--- src/hw/rtl/scpc_pkg.sv ---
// Package for the set-associative clock-replacement cache policy block.
// Holds the fixed field widths and the default geometry; no dependencies.
package scpc_pkg;

  // Fixed widths of the item fields.
  localparam int SECTOR_W     = 32;
  localparam int OFFSET_W     = 9;
  localparam int OUT_WAY_W    = 2;
  localparam int CACHE_ADDR_W = 15;

  // Default cache geometry.
  localparam int SETS_DEF       = 16;
  localparam int WAYS_DEF       = 4;
  localparam int BLOCK_BITS_DEF = 9;

endpackage

--- src/hw/rtl/set_assoc_clock_cache_policy_top.sv ---
// Top level of the set-associative write-back cache policy with clock replacement.
// Depends on scpc_pkg; holds the tag memory and the per-set metadata memory.
//
// Channel  | Direction | Handshake                  | Ports
// ---------+-----------+----------------------------+-----------------------------------------
// input    | in        | start high while busy low  | in_mode, in_sector_addr, in_byte_offset
// result   | out       | out_valid, one-cycle pulse | out_hit, out_way, out_destage,
//          |           |                            | out_victim_sector, out_cache_addr
//
// With a power-of-two SETS the accepting cycle reads the set's row from both memories and
// ST_UPD decides and writes the row back. Other SETS first pass through ST_QUO for the
// reciprocal multiply and ST_RD, which forms the set index and reads the row. The result
// pulse follows ST_UPD, when busy is already low, so the next item may be accepted with it.
// Reset is synchronous; it clears control and the per-set valid flags, with no clearing pass.
// The receiver cannot stall, so results are never held back.
module set_assoc_clock_cache_policy_top
  import scpc_pkg::*;
#(
  parameter int SETS       = SETS_DEF,
  parameter int WAYS       = WAYS_DEF,
  parameter int BLOCK_BITS = BLOCK_BITS_DEF
) (
  input  logic                    clk,
  input  logic                    rst_n,
  input  logic                    start,
  output logic                    busy,
  input  logic                    in_mode,
  input  logic [SECTOR_W-1:0]     in_sector_addr,
  input  logic [OFFSET_W-1:0]     in_byte_offset,
  output logic                    out_valid,
  output logic                    out_hit,
  output logic [OUT_WAY_W-1:0]    out_way,
  output logic                    out_destage,
  output logic [SECTOR_W-1:0]     out_victim_sector,
  output logic [CACHE_ADDR_W-1:0] out_cache_addr
);

  localparam int SET_W     = (SETS > 1) ? $clog2(SETS) : 1;
  localparam int WAY_W     = (WAYS > 1) ? $clog2(WAYS) : 1;
  localparam int LINE_W    = (SETS * WAYS > 1) ? $clog2(SETS * WAYS) : 1;
  localparam bit SETS_POW2 = ((SETS & (SETS - 1)) == 0);
  // Exact reciprocal for the set index: q = (x * RECIP) >> RECIP_SH.
  localparam int RECIP_SH  = SECTOR_W + $clog2(SETS);
  localparam logic [63:0] RECIP_FULL =
    ((64'd1 << RECIP_SH) + 64'(SETS) - 64'd1) / 64'(SETS);
  localparam logic [SECTOR_W:0] RECIP = RECIP_FULL[SECTOR_W:0];

  typedef enum logic [1:0] {ST_IDLE, ST_QUO, ST_RD, ST_UPD} state_t;

  typedef struct packed {
    logic [WAYS-1:0]  vmask;
    logic [WAYS-1:0]  rmask;
    logic [WAYS-1:0]  dmask;
    logic [WAY_W-1:0] hand;
  } meta_t;

  typedef logic [WAYS-1:0][SECTOR_W-1:0] tag_row_t;

  // Way reached from s after i steps of the clock hand.
  function automatic logic [WAY_W-1:0] way_at(input logic [WAY_W-1:0] s,
                                              input int unsigned i);
    logic [WAY_W:0] t;
    t = {1'b0, s} + (WAY_W+1)'(i);
    if (t >= (WAY_W+1)'(WAYS)) begin
      t = t - (WAY_W+1)'(WAYS);
    end
    return t[WAY_W-1:0];
  endfunction

  // Storage.
  tag_row_t        tag_mem [SETS];
  meta_t           meta_mem [SETS];
  logic [SETS-1:0] meta_vld_r;

  // Control and captured item.
  state_t                 state_r, state_nxt;
  logic                   mode_r;
  logic [SECTOR_W-1:0]    sector_r;
  logic [BLOCK_BITS-1:0]  offs_r;
  logic [SET_W-1:0]       set_r;
  logic [SECTOR_W-1:0]    q_r;
  logic [2*SECTOR_W:0]    q_prod;

  // Read port.
  logic                   accept;
  logic                   rd_en;
  logic [SET_W-1:0]       rd_set;
  logic [SET_W-1:0]       set_low;
  logic [SET_W-1:0]       set_calc;
  tag_row_t               tag_rd_r;
  meta_t                  meta_rd_r;
  logic                   rd_vld_r;

  // Decision logic.
  meta_t                  meta_cur;
  meta_t                  meta_wr;
  tag_row_t               tag_wr;
  logic                   tag_we;
  logic [WAYS-1:0]        match;
  logic                   hit;
  logic [WAY_W-1:0]       hit_way;
  logic [WAY_W-1:0]       first_way;
  logic [WAY_W-1:0]       w;
  logic                   found1, found2;
  logic [WAY_W-1:0]       way1, way2;
  logic [WAYS-1:0]        ref_clr1;
  logic [WAYS-1:0]        ref_swept;
  logic [WAY_W-1:0]       victim_way;
  logic [WAY_W-1:0]       sel_way;
  logic [WAYS-1:0]        sel_bit;
  logic                   destage;
  logic [LINE_W-1:0]      line_idx;

  // Output registers.
  logic                    out_valid_r;
  logic                    out_hit_r;
  logic [OUT_WAY_W-1:0]    out_way_r;
  logic                    out_destage_r;
  logic [SECTOR_W-1:0]     out_victim_r;
  logic [CACHE_ADDR_W-1:0] out_caddr_r;

  assign accept = start && (state_r == ST_IDLE);
  assign busy   = (state_r != ST_IDLE);

  // Set index: low bits for a power-of-two set count, else x - q*SETS.
  assign set_low  = SET_W'(in_sector_addr & SECTOR_W'(SETS - 1));
  assign q_prod   = {{(SECTOR_W+1){1'b0}}, sector_r} * {{SECTOR_W{1'b0}}, RECIP};
  assign set_calc = SET_W'(sector_r - q_r * SECTOR_W'(SETS));

  assign rd_en  = (accept && SETS_POW2) || (state_r == ST_RD);
  assign rd_set = (state_r == ST_RD) ? set_calc : set_low;

  // Next state.
  always_comb begin
    state_nxt = state_r;
    case (state_r)
      ST_IDLE: begin
        if (start) begin
          state_nxt = SETS_POW2 ? ST_UPD : ST_QUO;
        end
      end
      ST_QUO:  state_nxt = ST_RD;
      ST_RD:   state_nxt = ST_UPD;
      ST_UPD:  state_nxt = ST_IDLE;
      default: state_nxt = ST_IDLE;
    endcase
  end

  // Hit search and clock sweep over the set read from memory.
  always_comb begin
    meta_cur = rd_vld_r ? meta_rd_r : '0;

    // Valid tags in a set are unique, so the hit way does not depend on search order.
    hit     = 1'b0;
    hit_way = '0;
    for (int i = 0; i < WAYS; i++) begin
      match[i] = meta_cur.vmask[i] && (tag_rd_r[i] == sector_r);
      if (match[i]) begin
        hit     = 1'b1;
        hit_way = WAY_W'(i);
      end
    end

    // A write steps the hand before looking, a read looks first.
    first_way = mode_r ? way_at(meta_cur.hand, 1) : meta_cur.hand;

    // First pass: clean and unreferenced, clearing reference bits on the way.
    found1   = 1'b0;
    way1     = '0;
    ref_clr1 = '0;
    for (int i = 0; i < WAYS; i++) begin
      w = way_at(first_way, i);
      if (!found1) begin
        if (!meta_cur.dmask[w] && !meta_cur.rmask[w]) begin
          found1 = 1'b1;
          way1   = w;
        end else begin
          ref_clr1[w] = 1'b1;
        end
      end
    end

    // Second pass: all reference bits are clear, so any clean way qualifies.
    found2 = 1'b0;
    way2   = '0;
    for (int i = 0; i < WAYS; i++) begin
      w = way_at(first_way, i);
      if (!found2 && !meta_cur.dmask[w]) begin
        found2 = 1'b1;
        way2   = w;
      end
    end

    // Every way dirty: the way after the hand is written back and refilled.
    victim_way = way_at(meta_cur.hand, 1);
    destage    = !hit && !found1 && !found2;

    if (hit) begin
      sel_way   = hit_way;
      ref_swept = meta_cur.rmask;
    end else if (found1) begin
      sel_way   = way1;
      ref_swept = meta_cur.rmask & ~ref_clr1;
    end else begin
      sel_way   = found2 ? way2 : victim_way;
      ref_swept = '0;
    end

    sel_bit = '0;
    sel_bit[sel_way] = 1'b1;

    // Updated metadata row.
    meta_wr.vmask = meta_cur.vmask | (hit ? '0 : sel_bit);
    meta_wr.rmask = ref_swept | sel_bit;
    meta_wr.dmask = (meta_cur.dmask & ~(destage ? sel_bit : '0)) | (mode_r ? sel_bit : '0);
    meta_wr.hand  = sel_way;

    // Updated tag row on a fill.
    tag_wr          = tag_rd_r;
    tag_wr[sel_way] = sector_r;
    tag_we          = (state_r == ST_UPD) && !hit;

    line_idx = LINE_W'(set_r) * LINE_W'(WAYS) + LINE_W'(sel_way);
  end

  // Tag memory: one row per set.
  always_ff @(posedge clk) begin
    if (rd_en) begin
      tag_rd_r <= tag_mem[rd_set];
    end
    if (tag_we) begin
      tag_mem[set_r] <= tag_wr;
    end
  end

  // Metadata memory: valid, reference and dirty masks plus the clock hand.
  always_ff @(posedge clk) begin
    if (rd_en) begin
      meta_rd_r <= meta_mem[rd_set];
    end
    if (state_r == ST_UPD) begin
      meta_mem[set_r] <= meta_wr;
    end
  end

  // Per-set flags: a set never written reads as the reset metadata.
  always_ff @(posedge clk) begin
    if (!rst_n) begin
      meta_vld_r <= '0;
    end else begin
      if (rd_en) begin
        rd_vld_r <= meta_vld_r[rd_set];
      end
      if (state_r == ST_UPD) begin
        meta_vld_r[set_r] <= 1'b1;
      end
    end
  end

  // State, captured item and registered results.
  always_ff @(posedge clk) begin
    if (!rst_n) begin
      state_r     <= ST_IDLE;
      out_valid_r <= 1'b0;
    end else begin
      state_r     <= state_nxt;
      out_valid_r <= (state_r == ST_UPD);
      if (accept) begin
        mode_r   <= in_mode;
        sector_r <= in_sector_addr;
        offs_r   <= BLOCK_BITS'(in_byte_offset);
        set_r    <= set_low;
      end
      if (state_r == ST_QUO) begin
        q_r <= SECTOR_W'(q_prod >> RECIP_SH);
      end
      if (state_r == ST_RD) begin
        set_r <= set_calc;
      end
      if (state_r == ST_UPD) begin
        out_hit_r     <= hit;
        out_way_r     <= OUT_WAY_W'(sel_way);
        out_destage_r <= destage;
        out_victim_r  <= destage ? tag_rd_r[victim_way] : '0;
        out_caddr_r   <= CACHE_ADDR_W'({line_idx, offs_r});
      end
    end
  end

  assign out_valid         = out_valid_r;
  assign out_hit           = out_hit_r;
  assign out_way           = out_way_r;
  assign out_destage       = out_destage_r;
  assign out_victim_sector = out_victim_r;
  assign out_cache_addr    = out_caddr_r;

endmodule

--- config.mk ---
export PLATFORM = sky130hd
export DESIGN_NAME = set_assoc_clock_cache_policy_top
export DESIGN_NICKNAME = d
export VERILOG_FILES = /design/src/hw/rtl/scpc_pkg.sv /design/src/hw/rtl/set_assoc_clock_cache_policy_top.sv
export SDC_FILE = /design/constraint.sdc
export NUM_CORES = 2
export LEC_CHECK = 0
export ABC_CLOCK_PERIOD_IN_PS = 35800
export BUFFER_PORTS_ARGS = -buffer_cell sky130_fd_sc_hd__buf_2
export CAP_MARGIN = 20
export CORE_UTILIZATION = 60
export DETAILED_ROUTE_END_ITERATION = 7
export PLACE_DENSITY = 0.76
export RECOVER_POWER = 25
export SLEW_MARGIN = 20
export SYNTH_ARGS = -nofsm -noshare
export SYNTH_HDL_FRONTEND = slang
export SYNTH_SLANG_ARGS = --single-unit
--- constraint.sdc ---
create_clock -name clk -period 35.8 [get_ports clk]
set_clock_uncertainty 0.2 [all_clocks]
set_input_delay 5.37 -clock clk [delete_from_list [all_inputs] [get_ports clk]]
set_output_delay 5.37 -clock clk [all_outputs]
set_load 0.02 [all_outputs]
==> summary.txt <==
Logic synthesis
  – Synth Area in Compound Gates: around 4.6%
  – EDFF count, synth: roughly 2,500
  – Top-area cell type share of the netlist area: approximately three quarters
  – Adder-cell share of the synthesized area: 0%
  – Synth async-reset ratio: 0%
  – Post-Syn Nets: between 7,000 and 8,000
  – Simple-Gate Fraction of Synth Area: around 16%
  – Ys flop type: edfxtp_1
  – Sequential area share after synthesis: 74.3%
  – Post-synthesis cell type count: 76
  – Synthesized cell area: 0.102 mm²
  – YS warnings: 0
  – Largest family of logic cells by synthesized area: simple AND/OR/NAND/NOR gates
  – Synth Area in XOR/XNOR: between 1 and 1.5%
  – Mux contribution to synthesized area: roughly 1.7%
  – Largest area contributor in the netlist: edfxtp_1
  – Seq cells post-synth: 2,529
  – Post-Synthesis Cells: 7,765
  – Area contributors post-synth: edfxtp_1 74%, nand2_1 8.5%, nand3_1 5.7%, a311oi_1 2.5%, clkbuf_1 1.9%
  – Post-Syn Area per Cell: 13.1 µm²

Routing
  – Post-route ant nets: 0
  – WL final: approximately 280,000 µm
  – Drt pass-1 iters: 7
  – Routed via count: between 60,000 and 70,000
  – DRC violations left: 0
  – 1st-iter DRT viols: about 11,000
  – Post-DR vias/cell: between 6 and 7
  – Routed wire length per instance: between 20 and 30 µm

Timing
  – Fin. max-slew vios: roughly 1,100
  – Setup_tns: 0 ns
  – Rel. slew slack: -559%
  – Worst Tran Pin Value: 9.89 ns
  – Final hold vios: 0
  – RSZ-0062 raised after global routing: no
  – Post-route clock period utilization: 40.0%
  – Fin crit period: between 10 and 15 ns
  – Max Fclk: roughly 70 MHz
  – Setup-failing EPs final: 0

Floorplan
  – Core area: about 0.17 mm²
  – Die Y-Extent: slightly above 400 µm
  – Core Rows: 150
  – DIE AREA: 0.172 mm²
  – Chip Width: 414 µm
  – Num ports: 98
  – Initial Util: 60.7%

Setup path
  – Critical path fanouts, max: approximately 110
  – CP Class: reg -> reg
  – Critical Path Start Type: flip-flop
  – WP data arrival: 14.30 ns
  – CP Capture Type: flip-flop
  – Crit path required time: approximately 36 ns
  – R2R setup slack: around 21 ns

Clock network
  – H-Tree Depth: 4
  – Worst-path clk slew: roughly 0.06 ns
  – Root buf cell: clkbuf_16
  – Post-CTS setup buffer count: 0
  – Clk buf depth: 3
  – CTS Hold Bufs: 0
  – Clk Latency, worst-skew pair: roughly 0.92 ns
  – CTS tree: yes
  – CTS resizes: 0
  – CTS buffer count: between 200 and 250
  – Clock sinks: between 2,000 and 3,000

Power
  – PD cells: between 60 and 70 mW/mm²
  – LEAKAGE: approximately 38 nW
  – Peak VDD IR: 0.0566 mV
  – Final Power: 7.07 mW

Finish
  – Final net count: approximately 7,700
  – Fin cells: around 10,000
  – Area Overhead vs Synth: 9.75%
  – Share of layout cells above drive strength 1: 8.54%

Global routing
  – First-pass GRT wire length: approximately 410,000 µm
  – Gr ovfl total: 0
  – Pin count of the biggest net entering global routing: around 190
  – Antenna violations before repair: 13
  – Vias in the first global route: ~64,000
  – GRT Util Overall: approximately a third

Outcome
  – Failing checks: max-capacitance violations, max-slew violations
  – Outcome: complete, but fails checks

Worst hold path
  – Hold WC Path Type: reg -> reg

Placed design
  – I/O Buffers: 97
  – HPWL after detailed placement: roughly 140,000 µm
  – Post-placement cell count: 9,641
  – Final GP Congestion: 0.871

Run
  – Max-cap violation count: 22
-- synthesized netlist by cell type (20+ instances only) --
library cell / count
edfxtp_1: 2510
and3_1: 147
buf_1: 20
a22o_1: 33
xnor2_1: 99
a222oi_1: 32
nor2_1: 72
a31oi_1: 145
mux2_2: 101
mux2_4: 26
nor3_1: 32
xor2_1: 32
nand4_1: 27
nand3_1: 1157
a311oi_1: 287
clkbuf_1: 521
nand2_1: 2315
-- area by class of cell --
class | instances | area (µm²)
Sequential cell | 2529 | 75800
Fill cell | 11200 | 56100
Multi-Input combinational cell | 4661 | 24100
Clock buffer | 288 | 6140
Tap cell | 2204 | 2760
Timing Repair Buffer | 237 | 1540
Clock inverter | 153 | 1500
Inverter | 11 | 63.8
Antenna cell | 3 | 7.51
-- registers in the layout (all words and copies together) (netlist names), 2 cells and up --
signal             cells
tag_mem             2048
meta_mem             224
tag_rd_r             128
out_victim_sector     32
sector_r              32
meta_vld_r            16
meta_rd_r             14
out_cache_addr        14
offs_r                 9
set_r                  4
state_r                2
-- path summary, 6_finish.rpt --
check,end,cells after the start,startpoint
setup / recovery,tag_mem[0][22]$_DFFE_PP_,9,sector_r[4]$_DFFE_PP_
hold / removal,out_cache_addr[7]$_DFFE_PP_,0,offs_r[7]$_DFFE_PP_
hold reg to reg,out_cache_addr[7]$_DFFE_PP_,0,offs_r[7]$_DFFE_PP_
setup reg to reg,tag_mem[0][22]$_DFFE_PP_,9,sector_r[4]$_DFFE_PP_
-- critical path: stages (launching register included) --
cell	delay, ns
edfxtp_1	0.35
clkbuf_1	0.84
xnor2_1	0.63
nand4_1	0.45
nor4_1	0.19
nand3_1	0.22
nand4_1	0.12
clkbuf_1	0.71
nor2b_1	2.57
clkbuf_1	7.03
-- per-stage QoR --
step	setup WS [ns]	instance area [µm²]	util [%]	hold WS, ns
finish	21.48	112000	66.6	0.218
CTS	26.56	112000	66.8	0.219
global route	21.68	112000	66.6	0.220
global placement	25.73	105000	62.2	0.201
floorplan	23.22	102000	-	0.200
detailed placement	25.54	105000	62.2	0.206
-- metal layers --
layer / GRT usage [%] / routed length [µm] / up-vias / share of wire (%)
met2: 49.7 / 130000 / 4957 / 46
met1: 44.3 / 101000 / 32800 / 36
met4: 15.0 / 13500 / 14 / 4.8
met3: 7.38 / 37300 / 805 / 13
met5: 0 / 96 / - / 0.034
li1: - / - / 28400 / -
-- layout by cell type, fill, tap and decap left out, drive strengths merged, types with 72 or more instances in the layout --
master  synthesis  routed
mux2          129     129
and3          147     147
nand3        1157    1157
a311oi        287     287
xnor2         100     100
edfxtp       2510    2510
buf            43     174
nor2           72      72
nand2        2316    2316
a31oi         145     145
clkbuf        521     351
clkinv          1     115
-- cell families after synthesis --
kind of cell    after synthesis
buf+inv                     575
xor+xnor                    132
mux                         146
simple gates               3805
flops                      2529
compound gates              578
-- power breakdown --
| group | switching (mW) | internal [mW] | leakage (nW) |
|---|---|---|---|
| combinational | 0.702 | 0.243 | 11.5 |
| clock | 1.11 | 1.37 | 3.70 |
| sequential | 0.0604 | 3.58 | 22.9 |
| total | 1.87 | 5.20 | 38.1 |
(Power assumes the default switching activity.)
